<file path="src/hw/rtl/brb_pkg.sv">
// ----------------------------------------------------------------------------
// brb_pkg : shared types and constants of the byte ring buffer
// Field widths, command codes, controller/datapath handshake structs and the
// ring index advance helper.
// ----------------------------------------------------------------------------
package brb_pkg;

  // Fixed field widths
  localparam int unsigned CNT_W   = 11;
  localparam int unsigned DATA_W  = 8;
  localparam int unsigned CMD_W   = 3;
  localparam int unsigned START_W = 10;

  // Parameter defaults
  localparam int unsigned DEPTH_DEF          = 1024;
  localparam int unsigned MAX_READ_BURST_DEF = 64;

  // Capacity after reset
  localparam logic [CNT_W-1:0] CAP_RESET = 11'd1024;

  // Command codes
  localparam logic [CMD_W-1:0] CMD_WRITE   = 3'd0;
  localparam logic [CMD_W-1:0] CMD_READ    = 3'd1;
  localparam logic [CMD_W-1:0] CMD_SKIP    = 3'd2;
  localparam logic [CMD_W-1:0] CMD_RESERVE = 3'd3;
  localparam logic [CMD_W-1:0] CMD_PEEK    = 3'd4;

  // Controller to datapath
  typedef struct packed {
    logic latch;  // capture the input item
    logic exec;   // run the captured command
    logic fetch;  // pop one byte into the output register
  } brb_ctl_t;

  // Datapath to controller
  typedef struct packed {
    logic read_go;  // read command with at least one byte to return
    logic last;     // result register holds the final result of the command
  } brb_sts_t;

  // Ring advance: idx < cap and n <= cap, so one compare and subtract wraps it
  function automatic logic [CNT_W-1:0] brb_adv(input logic [CNT_W-1:0] idx,
                                               input logic [CNT_W-1:0] n,
                                               input logic [CNT_W-1:0] cap);
    logic [CNT_W:0] s;
    s = {1'b0, idx} + {1'b0, n};
    if (s >= {1'b0, cap}) begin
      s = s - {1'b0, cap};
    end
    return s[CNT_W-1:0];
  endfunction

endpackage

</file>
<file path="src/hw/rtl/brb_ctrl.sv">
// ----------------------------------------------------------------------------
// brb_ctrl : command sequencer of the byte ring buffer
// Takes one item at a time, runs it, then holds the result until taken. A
// read loops fetch/show once per byte.
// ----------------------------------------------------------------------------
module brb_ctrl
  import brb_pkg::*;
(
  input  logic     clk_i,
  input  logic     rst_ni,
  input  logic     s_valid_i,
  output logic     s_ready_o,
  output logic     m_valid_o,
  input  logic     m_ready_i,
  output brb_ctl_t ctl_o,
  input  brb_sts_t sts_i
);

  localparam logic [2:0] ST_IDLE  = 3'd0;
  localparam logic [2:0] ST_EXEC  = 3'd1;
  localparam logic [2:0] ST_RESP  = 3'd2;
  localparam logic [2:0] ST_FETCH = 3'd3;
  localparam logic [2:0] ST_SHOW  = 3'd4;

  logic [2:0] state_q, state_d;

  // Next state and commands
  always_comb begin
    state_d   = state_q;
    ctl_o     = '0;
    s_ready_o = 1'b0;
    m_valid_o = 1'b0;
    case (state_q)
      ST_IDLE: begin
        s_ready_o = 1'b1;
        if (s_valid_i) begin
          ctl_o.latch = 1'b1;
          state_d     = ST_EXEC;
        end
      end
      ST_EXEC: begin
        ctl_o.exec = 1'b1;
        state_d    = sts_i.read_go ? ST_FETCH : ST_RESP;
      end
      ST_FETCH: begin
        ctl_o.fetch = 1'b1;
        state_d     = ST_SHOW;
      end
      ST_SHOW: begin
        m_valid_o = 1'b1;
        if (m_ready_i) begin
          state_d = sts_i.last ? ST_IDLE : ST_FETCH;
        end
      end
      ST_RESP: begin
        m_valid_o = 1'b1;
        if (m_ready_i) begin
          state_d = ST_IDLE;
        end
      end
      default: begin
        state_d = ST_IDLE;
      end
    endcase
  end

  // State register
  always_ff @(posedge clk_i or negedge rst_ni) begin
    if (!rst_ni) begin
      state_q <= ST_IDLE;
    end else begin
      state_q <= state_d;
    end
  end

endmodule

</file>
<file path="config.mk">
export PLATFORM = sky130hd
export DESIGN_NAME = brb_ctrl
export DESIGN_NICKNAME = d
export VERILOG_FILES = /design/src/hw/rtl/brb_pkg.sv /design/src/hw/rtl/brb_ctrl.sv
export SDC_FILE = /design/constraint.sdc
export NUM_CORES = 1
export LEC_CHECK = 0
export BUFFER_PORTS_ARGS = -buffer_cell sky130_fd_sc_hd__buf_4
export CORE_AREA = 8 8 45 47
export CTS_BUF_LIST = sky130_fd_sc_hd__clkbuf_8
export CTS_CLUSTER_DIAMETER = 200
export DETAILED_ROUTE_END_ITERATION = 12
export DIE_AREA = 0 0 53 55
export GPL_ROUTABILITY_DRIVEN = 0
export PLACE_DENSITY = 0.33
export REMOVE_ABC_BUFFERS = 1
export SKIP_CTS_REPAIR_TIMING = 1
export SLEW_MARGIN = 20
export SYNTH_ARGS = -nofsm -noshare
export SYNTH_HDL_FRONTEND = slang
export SYNTH_SLANG_ARGS = --single-unit
export TNS_END_PERCENT = 10
</file>
<file path="constraint.sdc">
create_clock -name clk_i -period 1 [get_ports clk_i]
set_input_delay 0.1 -clock clk_i [delete_from_list [all_inputs] [get_ports clk_i]]
set_output_delay 0.1 -clock clk_i [all_outputs]
set_load 0.01 [all_outputs]
</file>
* Yosys cells after proc, flatten, opt, wreduce, memory -nomap -nowiden *
Cells that the tools add are included.

word-level totals
  flip-flop bits (word level) = 3
  input port bits = 6
  output and inout port bits = 5
  logic and storage cells = 23

cells by class
  equal/unequal tests = 7
  mux-type cells = 12
  reduce and logical (&&, ||, !) cells = 3

operator list
  kind                                                                   count
  3-bit one-hot mux with 5 select lines                                  1
  3-bit two-way mux                                                      3
  1-bit two-way mux                                                      7
  3-bit by 2-bit equality test with 1-bit output, second input constant  2
  2-bit != test, second input constant                                   3
  3-bit by 1-bit equality test with 1-bit output, second input constant  1
  3-bit equality test, second input constant                             1
  3-bit logical NOT                                                      1
  3-bit AND reduction                                                    1
  2-bit two-way mux                                                      1
  2-bit OR reduction                                                     1

* Longest topological paths before layout *
Gate-level depths: netlist of run 1.

  depth in word-level cells = 3
  depth in mapped cells = 4
  mapped depth without buffers = 3

* Worst setup path after synthesis of run 1 *
OpenSTA, ideal clock, no wires.

  path kind = flip-flop to output port
  start point = register state_q[1]
  end point = output ctl_o[2] (netlist name)
  data arrival time = 1,071 ps
  data required time = 900 ps
  setup slack = -171 ps
  stages on the path, launching flop included = 4
  path buffers = 1
  path through = dfrtp_1 buf_4 nor3_1 and2_2

RTL lines
  what                    RTL line        RTL
  start, declared         brb_ctrl.sv:25  logic [2:0] state_q, state_d;
  start signal, assigned  brb_ctrl.sv:72  state_q <= state_d;
  end, declared           brb_ctrl.sv:15  output brb_ctl_t ctl_o,

==> PnR_summary.wiki, run 1 <==
{| class="wikitable"
! Metric !! Value
|-
| Critical path start-end classification || register to output port
|-
| Number of library cell types mapped by synthesis || 19
|-
| Skew final || 2.37 ps
|-
| Violations in the final reports || negative setup slack
|-
| Met3 track demand over resource || 2.94%
|-
| Flip-flop count of the largest register after layout || 3
|-
| Run status || complete, but fails checks
|-
| Fill count || 157
|-
| Area fraction of the dominant cell type after synthesis || 34.5%
|-
| Global-route layer with the greatest usage || met4
|-
| Leak Pwr || 0.000178 uW
|-
| Root Buffer Master || sky130_fd_sc_hd__clkbuf_8
|-
| Largest net degree at the start of global routing || 9
|-
| Final worst-path cycle share || 123%
|-
| Worst path setup slack after routing || -230 ps
|-
| Full die area || 0.00292 mm2
|-
| Power per Cell Area || 3550 mW/mm2
|-
| Cell Area, Synth || 218 um2
|-
| Post-Route Setup TNS || -976 ps
|-
| PortBufs || 10
|-
| Met2 usage || 6.64%
|-
| Peak supply drop || 0.000919 V
|-
| Htree depth || 1
|-
| Antenna violations before repair || 0
|-
| Max Fclk || 0.813 GHz
|-
| Type of the most critical hold path || input pin to register
|-
| Worst slack, placed || -73.4 ps
|-
| Count of pins on the block boundary || 11
|-
| Total DRC errors in the routed layout || 0
|-
| Remaining global-route overflow || 0
|-
| Headroom to the max-slew limit || 85.7%
|-
| TritonCTS Sinks || 3
|-
| Number of instances in the synthesized netlist || 24
|-
| Synthesis-to-finish area growth || 83.9%
|-
| CP max-delay cell || sky130_fd_sc_hd__dfrtp_2
|-
| Maximum cell stage delay along the critical path || 450 ps
|-
| Via-per-instance ratio || 4.38
|-
| Time the final worst path needs with I/O delays and setup || 1230 ps
|-
| Launch point of the critical path || state_q[0]
|-
| Average instance area after synthesis || 9.07 um2
|-
| DRT Wirelength || 645 um
|-
| Top post-synthesis cells by area || sky130_fd_sc_hd__dfrtp_1, sky130_fd_sc_hd__buf_6, sky130_fd_sc_hd__and3_4
|-
| Startpoint class of the critical path || register
|-
| Fin. max-slew vios || 0
|-
| Setup repair after global routing missed its margin || true
|-
| Num CTS Buffers || 3
|-
| Largest registers || state_q (3)
|-
| Vertical extent of the die || 55 um
|-
| Core area || 0.00138 mm2
|-
| Number of iterations in the first detailed-routing pass || 5
|-
| Total of endpoints with negative setup slack in the final report || 6
|-
| Final antenna diode count || 0
|-
| Clock latency reported for the late side of the worst-skew pair || 220 ps
|-
| Overall track demand over capacity in global routing || 5.14%
|-
| Starting density of the core || 15.7%
|-
| Number of violations reported at the end of detailed-routing iteration 0 || 7
|-
| Worst-path fanout max || 8
|-
| Hold Startpoint || m_ready_i
|-
| Number of hold violations in the final report || 0
|-
| Final nets || 46
|-
| Global-route wire length before repair || 986 um
|-
| Antenna-violating nets left || 0
|-
| Met1 Track Usage GR || 4.72%
|-
| Via count of the routed design || 241
|-
| Chip Width || 53 um
|-
| Via count of the first global-routing pass || 241
|-
| Register with the highest flop count || state_q
|-
| Total half-perimeter wirelength after legalization and detailed placement || 473 um
|-
| Arrival time of data at the critical path endpoint || 1130 ps
|-
| Sequential area share after synthesis || 34.5%
|-
| Number of instances on the worst hold path || 3
|-
| Data required time at the worst endpoint || 900 ps
|-
| Critical path capture point type || output port
|-
| Transition time of the tightest slew-check pin || 213 ps
|-
| Count of standard-cell rows || 14
|-
| Fraction of layout cells with a size suffix above 1 || 66.7%
|-
| Flop and latch count out of synthesis || 3
|-
| CTS tree || yes
|-
| Cell chain of the critical path || nor3_2 > and2_2 > buf_4
|-
| Startpoint of the lowest-slack register-to-register path || state_q[2]
|-
| Depth of the worst register-to-register path || 3
|-
| Synthesis Warnings || 0
|-
| Clk pin slew, worst setup/hold paths || 30 ps
|-
| Library cell with the largest summed area after synthesis || sky130_fd_sc_hd__dfrtp_1
|-
| Largest buffer count on any clock path || 2
|-
| Per-cell routed wire length || 11.7 um
|-
| Max-cap check violation count || 0
|}
## through the flow
step / hold WS (ps) / total power [uW] / util, % / instance area, um2 / cells
6_report: 166 / 1420 / 28.9 / 400 / 55
5_1_grt: 200 / 1530 / 28.9 / 400 / 55
4_1_cts: -340 / 1270 / 25.3 / 350 / 54
3_5_place_dp: -108 / 915 / 22.1 / 305 / 50
3_3_place_gp: -110 / 929 / 22.1 / 305 / 50
2_1_floorplan: -196 / 572 / - / 188 / 21
## layout make-up
cell class	count	area [um2]	share of cell area, %
clock buffer	3	41.3	10.3
clock inverter	1	3.75	0.938
inverter	1	3.75	0.938
multi-input combinational	17	134	33.4
sequential	3	78.8	19.7
tap	16	20.0	5.00
timing repair buffer	14	119	29.7
## power breakdown
group	internal (uW)	switching (uW)
clock network	262	82.7
registers	190	116
logic	469	302
## cells by family after synthesis
group	synth area share, %
simple gates	26.4
flops	34.5
buf+inv	15.5
compound gates	19.5
xor+xnor	4.02
## worst max-delay path, delay by kind of cell (launching register included)
kind          cells  cell delay (ps)
buf+inv           1              110
flops             1              450
simple gates      2              350
## cell usage in the layout (no fill, tap or decap)
master and instances:
sky130_fd_sc_hd__inv_1 1, sky130_fd_sc_hd__o31ai_1 1, sky130_fd_sc_hd__dlygate4sd3_1 1, sky130_fd_sc_hd__buf_6 3
sky130_fd_sc_hd__nor2_1 2, sky130_fd_sc_hd__and3_4 1, sky130_fd_sc_hd__o21a_1 1, sky130_fd_sc_hd__clkbuf_8 3
sky130_fd_sc_hd__xnor2_2 1, sky130_fd_sc_hd__inv_2 1, sky130_fd_sc_hd__buf_4 10, sky130_fd_sc_hd__nor4_1 1
sky130_fd_sc_hd__nand3b_1 1, sky130_fd_sc_hd__a211oi_2 1, sky130_fd_sc_hd__and2_2 1, sky130_fd_sc_hd__nand2b_4 1
sky130_fd_sc_hd__nor3_2 1, sky130_fd_sc_hd__dfrtp_2 3, sky130_fd_sc_hd__or2_1 1, sky130_fd_sc_hd__o21ai_1 1
sky130_fd_sc_hd__o21ai_0 1, sky130_fd_sc_hd__a21oi_1 2
## Yosys cell counts (all sizes together)
master and number:
o21ai 2, a21oi 2, buf 3, nor2 2, o21a 1, a211oi 1, and3 1, xnor2 1
nor3 1, nand2b 1, or2 1, dfrtp 3, o31ai 1, inv 1, and2 1, nand3b 1
nor4 1
## final timing paths
check | to | slack (ps)
max | ctl_o[2] | -230
max in group asynchronous | state_q[2] | 690
min reg2reg | state_q[0] | 600
min in group asynchronous | state_q[1] | 210
min | state_q[1] | 170
max reg2reg | state_q[2] | -30
## metal layers
layer / part of all wire (%) / wire length (um) / vias up
li1: - / - / 113
met1: 40 / 260 / 113
met2: 46 / 296 / 13
met3: 11 / 69 / 2
met4: 2.9 / 19 / 0
met5: 0 / 0 / -
Power figures use the tool's default switching activity.
==> inputs of run 2 (changes only) <==
Clock period 1 ns to 1.5 ns, I/O delays scaled along.
==> run 2 against run 1 <==
The flow now finishes without violations; non-clock buffer count down 3; global-route usage down 0.49 points; count of clock-buffer cells in the layout unchanged; first-iteration DRC count down 71%; clock power down 35%; register-to-register slack better by 460 ps; sequential share of layout area up 2.5 points; hold slack better by 61 ps; critical endpoint unchanged; largest cell class unchanged; highest routed layer is now met3.
==> PnR_summary.wiki, run 2 (synthesized netlist as in run 1, its figures left out) <==
{| class="wikitable"
! Metric !! Value
|-
| Startpoint class of the critical path || register
|-
| Root Buffer Master || sky130_fd_sc_hd__clkbuf_8
|-
| Total of endpoints with negative setup slack in the final report || 0
|-
| Global-route wire length before repair || 966 um
|-
| Full die area || 0.00292 mm2
|-
| Area of the multi-input gates || 109 um2
|-
| DRT Wirelength || 580 um
|-
| Critical path start-end classification || register to output port
|-
| Flip-flop count of the largest register after layout || 3
|-
| Vertical extent of the die || 55 um
|-
| Fraction of layout cells with a size suffix above 1 || 44.4%
|-
| Final antenna diode count || 0
|-
| Max Fclk || 0.727 GHz
|-
| Antenna-violating nets left || 0
|-
| Via count of the routed design || 208
|-
| Total half-perimeter wirelength after legalization and detailed placement || 469 um
|-
| Via-per-instance ratio || 4.00
|-
| Run status || complete, no violations
|-
| Leak Pwr || 0.000155 uW
|-
| Via count of the first global-routing pass || 238
|-
| Time the final worst path needs with I/O delays and setup || 1380 ps
|-
| Clk pin slew, worst setup/hold paths || 30 ps
|-
| Number of instances on the worst hold path || 3
|-
| Skew final || 1.86 ps
|-
| Maximum cell stage delay along the critical path || 460 ps
|-
| Data required time at the worst endpoint || 1350 ps
|-
| Register-to-register setup slack || 430 ps
|-
| Worst path setup slack after routing || 124 ps
|-
| Worst-path fanout max || 8
|-
| Largest net degree at the start of global routing || 10
|-
| Most common cell after layout, fill and taps aside || sky130_fd_sc_hd__buf_4
|-
| CP max-delay cell || sky130_fd_sc_hd__dfrtp_1
|-
| Starting density of the core || 15.7%
|-
| Synthesis-to-finish area growth || 55.2%
|-
| Worst hold path endpoint || state_q[1]
|-
| Final worst-path cycle share || 91.7%
|-
| Most frequent cells in the layout || sky130_fd_sc_hd__buf_4, sky130_fd_sc_hd__clkbuf_8, sky130_fd_sc_hd__dfrtp_1
|-
| TritonCTS Sinks || 3
|-
| Startpoint of the lowest-slack register-to-register path || state_q[2]
|-
| Headroom to the max-slew limit || 82.3%
|-
| Inst Count DP || 47
|-
| Max-cap check violation count || 0
|-
| Per-cell routed wire length || 11.2 um
|-
| PortBufs || 10
|-
| Htree depth || 1
|-
| Family of cells with the greatest summed delay on the critical path || flip-flops
|-
| Remaining global-route overflow || 0
|-
| Arrival time of data at the critical path endpoint || 1230 ps
|-
| Clock latency reported for the late side of the worst-skew pair || 210 ps
|-
| Critical path capture point type || output port
|-
| Post-Route Setup TNS || 0 ps
|-
| Core area || 0.00138 mm2
|-
| CTS tree || yes
|-
| Peak supply drop || 0.000695 V
|-
| Count of buffer and inverter cells on the critical path || 1
|-
| Worst flop-to-flop path endpoint || state_q[2]
|-
| Transition time of the tightest slew-check pin || 266 ps
|-
| Number of iterations in the first detailed-routing pass || 2
|-
| Fin. max-slew vios || 0
|-
| Count of standard-cell rows || 14
|-
| Antenna violations before repair || 0
|-
| Fill count || 154
|-
| Filler-free cell count of the finished design || 52
|-
| Depth of the worst register-to-register path || 3
|-
| Hold Startpoint || m_ready_i
|-
| Worst slack, placed || 352 ps
|-
| Number of hold violations in the final report || 0
|-
| Register with the highest flop count || state_q
|-
| Number of violations reported at the end of detailed-routing iteration 0 || 2
|-
| Largest buffer count on any clock path || 2
|-
| Num CTS Buffers || 3
|-
| Count of pins on the block boundary || 11
|-
| Setup repair after global routing missed its margin || false
|-
| Total DRC errors in the routed layout || 0
|-
| Cell chain of the critical path || nor3_1 > and2_2 > buf_4
|-
| Type of the most critical hold path || input pin to register
|-
| Chip Width || 53 um
|-
| Combined flip-flop and latch cell area || 75.1 um2
|-
| Power per Cell Area || 2270 mW/mm2
|-
| Final nets || 43
|-
| Overall track demand over capacity in global routing || 4.64%
|-
| Largest registers || state_q (3)
|}
==> run 2: tightest hold or removal path, cell delays in order <==
cell and delay [ps]:
sky130_fd_sc_hd__buf_4 90, sky130_fd_sc_hd__o31ai_1 60, sky130_fd_sc_hd__o21a_1 90
==> run 2: worst max-delay path by stage <==
stage	start	to	slack, ps	cells after the start
after floorplan	state_q[1]	ctl_o[2]	320	2
after global placement	state_q[0]	ctl_o[2]	350	3
after detailed placement	state_q[1]	ctl_o[2]	350	3
after CTS	state_q[1]	ctl_o[2]	120	3
after global routing	state_q[1]	ctl_o[2]	20	3
final	state_q[1]	ctl_o[2]	120	3
==> run 2: report_power, final <==
part / internal (uW) / leakage [uW] / switching, uW
combinational: 195 / 0.0000902 / 148
sequential: 119 / 0.0000383 / 80.9
clock: 174 / 0.0000269 / 49.8
==> run 2: area by class of cell <==
type                            instances  area share [%]
Clock buffer                            3            12.2
Clock inverter                          1            1.11
Multi-Input combinational cell         17            32.2
Inverter                                1            1.11
Tap cell                               16            5.93
Timing Repair Buffer                   11            25.2
Sequential cell                         3            22.2
==> run 2: layer usage <==
metal	part of all wire (%)	vias up	track usage, %
met5	0	-	0
met4	0	0	1.29
met3	13	0	4.81
met2	45	9	6.84
met1	41	92	4.41
li1	-	107	-
==> run 2: per-stage QoR <==
stage               hold WS (ps)  util (%)  total power (uW)  cell area, um2
detailed placement         -58.2      20.4               551             283
floorplan                   -146         -               381             188
global placement           -58.1      20.4               559             283
finish                       227      24.4               766             338
global route                 256      24.4               839             338
CTS                         -284      23.7               783             328
